### src/hw/rtl/ple_pkg.sv
// Shared types and constants of the lattice energy unit.
// Depends on nothing; every other file but ple_ram imports it.
package ple_pkg;

	localparam int SIDE_W         = 7;
	localparam int COUPLING_W     = 16;
	localparam int ENERGY_W       = 22;
	localparam int CFG_DATA_W     = 16;
	localparam int CFG_IDX_W      = 1;
	localparam int INCR_W         = 3;
	localparam int QUEUE_DEPTH    = 4;
	localparam int DEF_MAX_SIDE   = 64;
	localparam int DEF_SPIN_BITS  = 8;

	localparam logic [CFG_IDX_W-1:0] REG_SIDE_LENGTH = 1'd0;
	localparam logic [CFG_IDX_W-1:0] REG_COUPLING    = 1'd1;

	localparam logic [SIDE_W-1:0]            SIDE_RESET     = 7'd3;
	localparam logic signed [COUPLING_W-1:0] COUPLING_RESET = 16'sd256;

	localparam logic [INCR_W-1:0] MAX_INCR = 3'd4;

	// One classified site: equal pairs found at it, and end-of-lattice mark.
	typedef struct packed {
		logic [INCR_W-1:0] incr;
		logic              last;
	} bond_t;

endpackage

### src/hw/rtl/potts_lattice_energy_unit.sv
// Top level of the Potts lattice energy unit: configuration registers,
// front end, pair queue and back end. Uses ple_pkg, ple_front, ple_queue, ple_back.
//
//  channel   handshake                 payload
//  -------   -----------------------   ---------------------------------
//  sites     push / full               spin [SPIN_BITS]
//  energy    empty / pop               lattice_energy [22], signed
//  config    cfg_we (no wait)          cfg_index [1], cfg_wdata [16]
//
// One site is taken every cycle while full is low; the front end's one-site
// stage and the back end stay in step through a four-entry pair queue.
// After its last site is taken, the energy of a lattice passes the RAM read,
// pair queue, sum, multiply and scale stages on its way to the result ports.
// Reset clears position, count and all valid flags; registers return to
// side 3 and coupling 1.0. The row buffers are not cleared.
// While a result waits unread, later sites keep flowing until the queue
// and the back end's stages fill; then full rises.
module potts_lattice_energy_unit #(
	parameter int MAX_SIDE  = ple_pkg::DEF_MAX_SIDE,
	parameter int SPIN_BITS = ple_pkg::DEF_SPIN_BITS
) (
	input  logic                                clk,
	input  logic                                arst_n,
	input  logic                                push,
	output logic                                full,
	input  logic [SPIN_BITS-1:0]                spin,
	output logic                                empty,
	input  logic                                pop,
	output logic signed [ple_pkg::ENERGY_W-1:0] lattice_energy,
	input  logic                                cfg_we,
	input  logic [ple_pkg::CFG_IDX_W-1:0]       cfg_index,
	input  logic [ple_pkg::CFG_DATA_W-1:0]      cfg_wdata
);
	import ple_pkg::*;

	logic [SIDE_W-1:0]            side_length_q;
	logic signed [COUPLING_W-1:0] coupling_q;
	logic                         restart;

	logic  q_push, q_full, q_pop, q_empty;
	bond_t q_entry, q_head;

	// A side write restarts the lattice in both halves.
	assign restart = cfg_we && (cfg_index == REG_SIDE_LENGTH);

	always_ff @(posedge clk or negedge arst_n) begin
		if (!arst_n) begin
			side_length_q <= SIDE_RESET;
			coupling_q    <= COUPLING_RESET;
		end else if (cfg_we) begin
			unique case (cfg_index)
				REG_SIDE_LENGTH: side_length_q <= cfg_wdata[SIDE_W-1:0];
				REG_COUPLING:    coupling_q    <= $signed(cfg_wdata[COUPLING_W-1:0]);
				default: ;
			endcase
		end
	end

	// Classify each site as it arrives.
	ple_front #(.MAX_SIDE(MAX_SIDE), .SPIN_BITS(SPIN_BITS)) u_front (
		.clk         (clk),
		.arst_n      (arst_n),
		.side_length (side_length_q),
		.restart     (restart),
		.push        (push),
		.full        (full),
		.spin        (spin),
		.q_full      (q_full),
		.q_push      (q_push),
		.q_entry     (q_entry)
	);

	// Decouple classification from accumulation.
	ple_queue u_queue (
		.clk     (clk),
		.arst_n  (arst_n),
		.push_en (q_push),
		.din     (q_entry),
		.pop_en  (q_pop),
		.dout    (q_head),
		.full    (q_full),
		.empty   (q_empty)
	);

	// Accumulate, scale and hold the energy.
	ple_back #(.MAX_SIDE(MAX_SIDE)) u_back (
		.clk            (clk),
		.arst_n         (arst_n),
		.restart        (restart),
		.coupling       (coupling_q),
		.q_empty        (q_empty),
		.q_entry        (q_head),
		.q_pop          (q_pop),
		.empty          (empty),
		.pop            (pop),
		.lattice_energy (lattice_energy)
	);

	// The front end stalls only on a full pair queue.
	a_full_cause: assert property (@(posedge clk) disable iff (!arst_n)
		full |-> q_full)
		else $error("site input stalled while pair queue had room");

	// The back end never takes from an empty queue.
	a_pop_nonempty: assert property (@(posedge clk) disable iff (!arst_n)
		q_pop |-> !q_empty)
		else $error("pair queue popped while empty");

	// A site has at most four equal pairs.
	a_incr_bound: assert property (@(posedge clk) disable iff (!arst_n)
		q_push |-> (q_entry.incr <= MAX_INCR))
		else $error("site reported more than four equal pairs");

endmodule

### src/hw/rtl/ple_ram.sv
// Generic single-port-write, single-port-read RAM with registered read data.
// Read-first: a read and a write of the same address return the old word.
module ple_ram #(
	parameter int WIDTH = 8,
	parameter int DEPTH = 64,
	parameter int AW    = (DEPTH > 1) ? $clog2(DEPTH) : 1
) (
	input  logic             clk,
	input  logic             we,
	input  logic [AW-1:0]    waddr,
	input  logic [WIDTH-1:0] wdata,
	input  logic             re,
	input  logic [AW-1:0]    raddr,
	output logic [WIDTH-1:0] rdata
);

	logic [WIDTH-1:0] mem_q [DEPTH];

	always_ff @(posedge clk) begin
		if (we) begin
			mem_q[waddr] <= wdata;
		end
		if (re) begin
			rdata <= mem_q[raddr];
		end
	end

endmodule

### src/hw/rtl/ple_front.sv
// Front end: accepts sites, tracks raster position, keeps the row buffers
// and classifies each site into a count of equal pairs. Uses ple_pkg, ple_ram.
module ple_front #(
	parameter int MAX_SIDE  = ple_pkg::DEF_MAX_SIDE,
	parameter int SPIN_BITS = ple_pkg::DEF_SPIN_BITS
) (
	input  logic                        clk,
	input  logic                        arst_n,
	input  logic [ple_pkg::SIDE_W-1:0]  side_length,
	input  logic                        restart,
	input  logic                        push,
	output logic                        full,
	input  logic [SPIN_BITS-1:0]        spin,
	input  logic                        q_full,
	output logic                        q_push,
	output ple_pkg::bond_t              q_entry
);
	import ple_pkg::*;

	localparam int IW = (MAX_SIDE > 1) ? $clog2(MAX_SIDE) : 1;
	localparam int NW = $clog2(MAX_SIDE + 1);
	localparam int CW = ((NW > SIDE_W) ? NW : SIDE_W) + 1;

	logic [IW-1:0]        row_q, col_q;
	logic [SPIN_BITS-1:0] left_q, row_start_q;

	logic                 s1_v_q;
	logic [SPIN_BITS-1:0] spin_s1;
	logic                 h_left_s1, h_wrap_s1, up_chk_s1, dn_chk_s1, dn_self_s1, last_s1;

	logic [SPIN_BITS-1:0] above_rd, first_rd;
	logic [CW-1:0]        side_ext, eff_side;
	logic                 accept, last_col, last_row, h_left, h_wrap, up_hit, dn_hit;

	assign side_ext = CW'(side_length);

	always_comb begin
		if (side_ext == '0) begin
			eff_side = CW'(1);
		end else if (side_ext > CW'(MAX_SIDE)) begin
			eff_side = CW'(MAX_SIDE);
		end else begin
			eff_side = side_ext;
		end
	end

	assign last_col = (CW'(col_q) + CW'(1)) >= eff_side;
	assign last_row = (CW'(row_q) + CW'(1)) >= eff_side;

	assign full   = s1_v_q && q_full;
	assign accept = push && !full;
	assign q_push = s1_v_q && !q_full;

	// A row of one site wraps onto itself.
	assign h_left = (col_q != '0) && (left_q == spin);
	assign h_wrap = last_col && ((col_q == '0) || (row_start_q == spin));

	ple_ram #(.WIDTH(SPIN_BITS), .DEPTH(MAX_SIDE), .AW(IW)) u_above_ram (
		.clk   (clk),
		.we    (accept),
		.waddr (col_q),
		.wdata (spin),
		.re    (accept),
		.raddr (col_q),
		.rdata (above_rd)
	);

	ple_ram #(.WIDTH(SPIN_BITS), .DEPTH(MAX_SIDE), .AW(IW)) u_first_ram (
		.clk   (clk),
		.we    (accept && (row_q == '0)),
		.waddr (col_q),
		.wdata (spin),
		.re    (accept),
		.raddr (col_q),
		.rdata (first_rd)
	);

	always_ff @(posedge clk or negedge arst_n) begin
		if (!arst_n) begin
			row_q  <= '0;
			col_q  <= '0;
			s1_v_q <= 1'b0;
		end else begin
			if (restart) begin
				row_q <= '0;
				col_q <= '0;
			end else if (accept) begin
				if (last_col) begin
					col_q <= '0;
					row_q <= last_row ? '0 : row_q + IW'(1);
				end else begin
					col_q <= col_q + IW'(1);
				end
			end
			if (accept) begin
				s1_v_q <= 1'b1;
			end else if (q_push) begin
				s1_v_q <= 1'b0;
			end
		end
	end

	always_ff @(posedge clk) begin
		if (accept) begin
			left_q <= spin;
			if (col_q == '0) begin
				row_start_q <= spin;
			end
			spin_s1    <= spin;
			h_left_s1  <= h_left;
			h_wrap_s1  <= h_wrap;
			up_chk_s1  <= (row_q != '0);
			dn_chk_s1  <= last_row;
			dn_self_s1 <= (row_q == '0);
			last_s1    <= last_col && last_row;
		end
	end

	assign up_hit = up_chk_s1 && (above_rd == spin_s1);
	assign dn_hit = dn_chk_s1 && (dn_self_s1 || (first_rd == spin_s1));

	assign q_entry.incr = INCR_W'(h_left_s1) + INCR_W'(h_wrap_s1)
		+ INCR_W'(up_hit) + INCR_W'(dn_hit);
	assign q_entry.last = last_s1;

endmodule

### src/hw/rtl/ple_queue.sv
// Short queue of classified sites between front and back end.
// Uses ple_pkg for the entry type and depth.
module ple_queue (
	input  logic           clk,
	input  logic           arst_n,
	input  logic           push_en,
	input  ple_pkg::bond_t din,
	input  logic           pop_en,
	output ple_pkg::bond_t dout,
	output logic           full,
	output logic           empty
);
	import ple_pkg::*;

	localparam int PW = (QUEUE_DEPTH > 1) ? $clog2(QUEUE_DEPTH) : 1;
	localparam int NW = $clog2(QUEUE_DEPTH + 1);

	bond_t         entry_q [QUEUE_DEPTH];
	logic [PW-1:0] wr_q, rd_q;
	logic [NW-1:0] cnt_q;
	logic          do_push, do_pop;

	assign full    = (cnt_q == NW'(QUEUE_DEPTH));
	assign empty   = (cnt_q == '0);
	assign do_push = push_en && !full;
	assign do_pop  = pop_en && !empty;
	assign dout    = entry_q[rd_q];

	always_ff @(posedge clk or negedge arst_n) begin
		if (!arst_n) begin
			wr_q  <= '0;
			rd_q  <= '0;
			cnt_q <= '0;
		end else begin
			if (do_push) begin
				wr_q <= (wr_q == PW'(QUEUE_DEPTH - 1)) ? '0 : wr_q + PW'(1);
			end
			if (do_pop) begin
				rd_q <= (rd_q == PW'(QUEUE_DEPTH - 1)) ? '0 : rd_q + PW'(1);
			end
			if (do_push && !do_pop) begin
				cnt_q <= cnt_q + NW'(1);
			end else if (do_pop && !do_push) begin
				cnt_q <= cnt_q - NW'(1);
			end
		end
	end

	always_ff @(posedge clk) begin
		if (do_push) begin
			entry_q[wr_q] <= din;
		end
	end

endmodule

### src/hw/rtl/ple_back.sv
// Back end: accumulates equal pairs, scales the final count by the coupling
// and holds the result for the reader. Uses ple_pkg.
module ple_back #(
	parameter int MAX_SIDE = ple_pkg::DEF_MAX_SIDE
) (
	input  logic                                clk,
	input  logic                                arst_n,
	input  logic                                restart,
	input  logic signed [ple_pkg::COUPLING_W-1:0] coupling,
	input  logic                                q_empty,
	input  ple_pkg::bond_t                      q_entry,
	output logic                                q_pop,
	output logic                                empty,
	input  logic                                pop,
	output logic signed [ple_pkg::ENERGY_W-1:0] lattice_energy
);
	import ple_pkg::*;

	localparam int CNTW = $clog2(2 * MAX_SIDE * MAX_SIDE + 1);
	localparam int PW   = COUPLING_W + CNTW + 1;

	logic [CNTW-1:0]        cnt_q, cnt_sum, fin_cnt_s1;
	logic                   fin_v_s1, prod_v_s2, out_v_q;
	logic signed [PW-1:0]   prod_s2, mul_a, mul_b, neg, biased, shifted;
	logic                   out_ready, prod_ready, fin_ready;

	assign out_ready  = !out_v_q || pop;
	assign prod_ready = !prod_v_s2 || out_ready;
	assign fin_ready  = !fin_v_s1 || prod_ready;
	assign q_pop      = !q_empty && fin_ready;
	assign empty      = !out_v_q;

	assign cnt_sum = cnt_q + CNTW'(q_entry.incr);
	assign mul_a   = PW'(coupling);
	assign mul_b   = $signed(PW'(fin_cnt_s1));

	// Negate, then divide by 256 rounding toward zero.
	assign neg     = -prod_s2;
	assign biased  = neg[PW-1] ? neg + PW'(255) : neg;
	assign shifted = biased >>> 8;

	always_ff @(posedge clk or negedge arst_n) begin
		if (!arst_n) begin
			cnt_q     <= '0;
			fin_v_s1  <= 1'b0;
			prod_v_s2 <= 1'b0;
			out_v_q   <= 1'b0;
		end else begin
			if (restart) begin
				cnt_q <= '0;
			end else if (q_pop) begin
				cnt_q <= q_entry.last ? '0 : cnt_sum;
			end
			if (fin_ready) begin
				fin_v_s1 <= q_pop && q_entry.last;
			end
			if (prod_ready) begin
				prod_v_s2 <= fin_v_s1;
			end
			if (out_ready) begin
				out_v_q <= prod_v_s2;
			end
		end
	end

	always_ff @(posedge clk) begin
		if (fin_ready && q_pop && q_entry.last) begin
			fin_cnt_s1 <= cnt_sum;
		end
		if (prod_ready && fin_v_s1) begin
			prod_s2 <= mul_a * mul_b;
		end
		if (out_ready && prod_v_s2) begin
			lattice_energy <= ENERGY_W'(shifted);
		end
	end

endmodule
### config.mk
export PLATFORM = sky130hd
export DESIGN_NAME = potts_lattice_energy_unit
export DESIGN_NICKNAME = d
export VERILOG_FILES = /design/src/hw/rtl/ple_pkg.sv /design/src/hw/rtl/potts_lattice_energy_unit.sv /design/src/hw/rtl/ple_ram.sv /design/src/hw/rtl/ple_front.sv /design/src/hw/rtl/ple_queue.sv /design/src/hw/rtl/ple_back.sv
export SDC_FILE = /design/constraint.sdc
export NUM_CORES = 2
export LEC_CHECK = 0
export ABC_AREA = 1
export ABC_CLOCK_PERIOD_IN_PS = 5400
export BUFFER_PORTS_ARGS = -buffer_cell sky130_fd_sc_hd__buf_4
export CAP_MARGIN = 30
export CORE_ASPECT_RATIO = 0.6
export CORE_MARGIN = 3
export CORE_UTILIZATION = 55
export DETAILED_ROUTE_END_ITERATION = 10
export HOLD_SLACK_MARGIN = 0.06
export PLACE_DENSITY = 0.7
export SLEW_MARGIN = 20
export SYNTH_ARGS = -nofsm -noshare
export SYNTH_HDL_FRONTEND = slang
export SYNTH_SLANG_ARGS = --single-unit
### constraint.sdc
create_clock -name clk -period 5.4 [get_ports clk]
set_clock_uncertainty 0.2 [all_clocks]
set_input_delay 1.08 -clock clk [delete_from_list [all_inputs] [get_ports clk]]
set_output_delay 1.08 -clock clk [all_outputs]
set_load 0.05 [all_outputs]
# Word-level counts from Yosys, hierarchy flattened
# Memory sizes are Yosys's and may differ from the RTL's. A register that Yosys moved wholly into a read port is not among the register bits.
# Index checks and enable logic that the tools add are counted.
# op_classes
n_addsub	14
mul	1
order_cmp	3
n_eq_ne	7
n_mux	25
bitwise_logic	1
reduce_logical	48
# op_table
operator	n
$mux W14	3
$mux W6	7
$eq A8 B8 Y1	4
$mul A16 B15 Y31	1
$neg A31 Y31	1
$add A30 B9 Y30 const B	1
$mux W30	1
$logic_and A1 B1 Y1	20
$ge A8 B7 Y1	2
$add A14 B3 Y14	1
$add A6 B1 Y7 const B	2
$mux W7	2
$add A6 B1 Y6 const B	2
$logic_not A6 Y1	2
$reduce_bool A6 Y1	2
$reduce_bool A2 Y1	5
$logic_not A1 Y1	8
$logic_not A8 Y1	1
$mux W1	8
$reduce_and A2 Y1	4
$gt A7 B7 Y1 const B	1
$add A3 B1 Y3	2
$mux W3	2
$logic_or A1 B1 Y1	5
9 further kinds	12
# totals
ff_bits	149
ram_bits	1040
input_bits	30
out_inout_bits	24
word_cells	125
memories	3
# mem_list
name	depth	word_bits	rd	rd_clocked_by_memory_dff	wr	line_no	text
u_front.u_above_ram.mem_q	64	8	1	1	1	ple_ram.sv:17	logic [WIDTH-1:0] mem_q [DEPTH];
u_front.u_first_ram.mem_q	64	8	1	1	1	ple_ram.sv:17	
u_queue.entry_q	4	4	1	0	1	ple_queue.sv:18	bond_t entry_q [QUEUE_DEPTH];

# Depth between registers and ports, before layout
# depth
word_depth	9
depth_mapped	29
mapped_depth_nobuf	27

# Hierarchy
# From an unflattened synthesis, not the netlist that was laid out.
# unflattened
cells_unflattened	5802
hier_area_um2	60961.0
# by_module_without_submodules
mod	n_inst	cells_per_inst	area_each_um2
ple_ram	2	1805	21419.3
ple_back	1	1721	13669.4
ple_front	1	262	2361.0
ple_queue	1	107	1113.6
potts_lattice_energy_unit	1	102	978.4

# Worst setup path before layout
# OpenSTA, ideal clock, no wires.
# synth_path
kind	register to register
startpoint	register u_back.fin_cnt_s1[1]
endpoint	register u_back.prod_s2[29], data pin
t_arrival_ns	5.465
required_time_ns	4.935
slack_ns	-0.530
stages_incl_launch_ff	19
path_buffers	2
synth_period_minus_slack_ns	5.930
path_cell_list	edfxtp_1 clkbuf_1 clkbuf_1 nand2_1 fa_1 fa_1 inv_1 fa_1 fa_1 fa_1 fa_1 ha_1 nand2_1 nor2_1 inv_1 nor4_1 nand3_1 o211ai_1 xor2_1
# synth_via
elab_chain_cells	1
# synth_rtl
item	line_no	text
start: declaration	ple_back.sv:22	logic [CNTW-1:0] cnt_q, cnt_sum, fin_cnt_s1;
start signal: assignment	ple_back.sv:68	fin_cnt_s1 <= cnt_sum;
$mul A16 B15 Y31	ple_back.sv:71	prod_s2 <= mul_a * mul_b;
end signal: assignment	ple_back.sv:71	
end: declaration	ple_back.sv:24	logic signed [PW-1:0] prod_s2, mul_a, mul_b, neg, biased, shifted;
# No other way between the ends.
# A chain may end at the register's enable or synchronous reset.

# Worst setup path in the final report
# layout_path
startpoint	register u_back.fin_cnt_s1[4]
endpoint	register u_back.prod_s2[30], data pin
# Same word-level chain as after synthesis.

==> summary.md <==
| Metric | Value |
|---|---|
| Status | finished with violations |
| Failing checks | setup timing |
| Top cells by area, synth | edfxtp_1 (61%), fa_1 (7.9%), nand2_1 (7.6%) |
| Syn Inst Count | approximately 4.6k |
| R2R Setup Slk | -0.45 ns |
| Area Growth Syn to Fin | 15.2% |
| Clock latency on the worst-skew pair | ~0.74 ns |
| Share of layout cells above drive strength 1 | around 14% |
| Synth Cell Area | 56200 um2 |
| CP arrival | ~6 ns |
| Register area share after synthesis | 63.8% |
| Crit-path max cell delay | 0.59 ns |
| Core ar. | between 100000 and 150000 um2 |
| GRT overflow | 0 |
| Routed Antenna Nets | 0 |
| Hold EP | u_back.out_v_q |
| I/O Pins | between 50 and 60 |
| Worst flop-to-flop path startpoint | u_back.fin_cnt_s1[4] |
| Relative slew slack | between 20% and 30% |
| CP endpoint kind | flip-flop |
| WL per Instance | between 20 and 25 um |
| Netlist cell types | 55 |
| Gpl congestion | about 0.95 |
| DR iter-0 viols | 5247 |
| Top delay family on crit path | adder cells |
| Peak Freq | roughly 0.17 GHz |
| Number of global-route vias before repair | between 30k and 40k |
| Post-DP HPWL | 105 mm |
| RSZ-0062 raised after global routing | true |
| Setup violations, final | 19 |
| CP max stage cell | fa_1 |
| Area leader, netlist | edfxtp_1 |
| FF+latch count, synth | between 1k and 1.5k |
| Die area | between 100000 and 150000 um2 |
| Share of flip-flops with an asynchronous set or reset | about 5% |
| R2R cell count | 20 |
| Max Slew Vio Count | 0 |
| CTS clk-pin slew, worst paths | 0.07 ns |
| Reg-to-reg endpoint | u_back.prod_s2[30] |
| Clock buffer depth | 3 |
| Drt pass-1 iters | 6 |
| First-pass GRT wire length | 231 mm |
| IO Port Bufs | 53 |
| Crit share post-route | 108% |
| Hold/Removal Path Class | flip-flop to flip-flop |
| Max Cap Viol | 0 |
| Via density | a little under 6 |
| Row count | 90 |
| Crit path max fanout | 7 |
| WL final | 157 mm |
| H-Tree Level Count | 3 |
| Crit start category | flip-flop |
| Most frequent cells after synthesis | edfxtp_1 (1145), nand2_1 (1145), inv_1 (570) |
| Die height | ~250 um |
| Initial antenna violation count | 3 |
| Hold Slack | roughly 0.28 ns |
| EDFF count, synth | between 1k and 1.5k |
| Primary FF master, synth | edfxtp_1 |
| Hold depth | 2 |
| Inst Count DP | 6157 |
| Final WS setup | -0.452 ns |
| Slew @ Worst Pin | 1.08 ns |
| Fillers | ~7.5k |
| Detailed-route DRC error count | 0 |
| GR Util All Layers | between 20% and 30% |
| Antenna cell count | 0 |
| Sequential cell area | about 36000 um2 |
| Kind of critical path | flip-flop to flip-flop |
| Most frequent CP cell | fa_1 |
| CP Data Required Time | 5.66 ns |
| Footprint of the multi-input gates | between 15000 and 20000 um2 |
| Crit-path cells | buf_6, buf_4, nand2_2, fa_1, fa_1, inv_4, fa_2, inv_1, fa_1, fa_1, fa_1, inv_1, ha_1, inv_1, nor3_4, nand4_1, inv_1, nand4_1, o211ai_1, xor2_1 |
| DIE WIDTH | 419 um |
| CTS buffer count | 106 |
| Synth Warn # | 0 |
| Period minus WS final | about 5.9 ns |
| Final net count | ~5.3k |
| WP buf/inv | 7 |
| Root Driver | clkbuf_16 |
| Layout Cells excl Fill | around 6.4k |
| Largest net degree at the start of global routing | 97 |
| Clk sinks | 1205 |
| Initial Util | ~56% |
| Vias | about 38k |
| Fin. Hold Viols | 0 |
| Synthesized Nets | 4998 |
| Hold Startpoint | u_back.prod_v_s2 |
| WP depth | 20 |
| Clock tree from TritonCTS | built |
| Synth top area share | 61.2% |
| Syn Area/Cell | roughly 12 um2 |
-- cell type report --
type | instances | area share [%]
multi-input combinational | 2663 | 27.9
tap | 1334 | 2.58
inverter | 583 | 3.41
sequential | 1205 | 55.4
timing repair buffer | 409 | 5.16
clock buffer | 125 | 4.25
clock inverter | 70 | 1.30
-- logic make-up (layout without fill, tap and decap cells) --
| logic type | count (synthesis) | in the layout | share of synthesized area, % |
|---|---|---|---|
| buf+inv | 774 | 1187 | 5.33 |
| compound gates | 480 | 480 | 5.91 |
| simple gates | 1758 | 1758 | 13.1 |
| flops | 1205 | 1205 | 63.8 |
| mux | 10 | 10 | 0.200 |
| xor+xnor | 89 | 89 | 1.40 |
| fa+ha+maj | 326 | 326 | 10.2 |
-- through the flow --
step | area [um2] | worst slack, ns | util, % | TNS, ns
CTS | 64300 | -0.419 | 63.8 | -5.87
detailed placement | 60200 | -0.638 | 59.6 | -9.34
floorplan | 56400 | -0.315 | - | -1.48
global placement | 60100 | -0.622 | 59.6 | -8.31
global route | 64800 | -0.615 | 64.2 | -9.60
finish | 64800 | -0.452 | 64.2 | -6.35
-- state kept, by name (all words and copies together) (netlist names), 14 cells and up --
register	count
u_back.prod_s2	31
u_back.lattice_energy	22
u_back.fin_cnt_s1	14
u_front.u_above_ram.mem_q	512
u_back.cnt_q	14
u_front.u_first_ram.mem_q	512
coupling_q	16
u_queue.entry_q	16
-- cells in the final DEF (no fill, tap or decap), drive strengths merged, types with 8 or more instances in the layout --
cell / instances
bufinv: 16
nor4: 8
nor3: 79
inv: 585
ha: 105
a22oi: 149
nand2: 1146
a31oi: 9
o31ai: 8
nand3: 94
a22o: 29
a21oi: 63
dfrtp: 57
o2111ai: 8
xnor2: 35
edfxtp: 1145
o22ai: 18
mux2: 10
nand4: 143
clkinv: 46
a221oi: 72
buf: 408
fa: 221
and3: 29
o21ai: 96
nor2: 244
clkbuf: 125
xor2: 54
-- routing by layer --
metal	global-route usage, %	up-vias	routed length [um]
li1	-	16700	-
met1	46.7	18600	68400
met2	37.8	2246	60700
met3	11.9	211	24200
met4	6.48	0	3180
met5	0	-	0
-- worst min-delay path, stage by stage (launching register included) --
cell,delay (ns)
dfrtp_1,0.32
inv_1,0.06
nand2_1,0.06
-- how the worst max path moves through the flow --
| stage | startpoint | slack, ns | to |
|---|---|---|---|
| after floorplan | u_back.fin_cnt_s1[5] | -0.31 | u_back.prod_s2[26] |
| after global placement | u_back.fin_cnt_s1[4] | -0.62 | u_back.prod_s2[29] |
| after detailed placement | u_back.fin_cnt_s1[4] | -0.64 | u_back.prod_s2[29] |
| after CTS | u_back.fin_cnt_s1[4] | -0.42 | u_back.prod_s2[23] |
| after global routing | u_back.fin_cnt_s1[4] | -0.61 | u_back.prod_s2[23] |
| final | u_back.fin_cnt_s1[4] | -0.45 | u_back.prod_s2[30] |
-- repair_timing --
item	CTS	global route
hold endpoints to repair	23	0
hold buffers	1	0
resized for setup	95	69
setup buffers	21	15
pin swaps	36	40
setup endpoints to repair	21	22
Power is left out: the tool's default activity adds up to more than one toggle a clock period on the data nets, which glitch-free logic cannot reach.
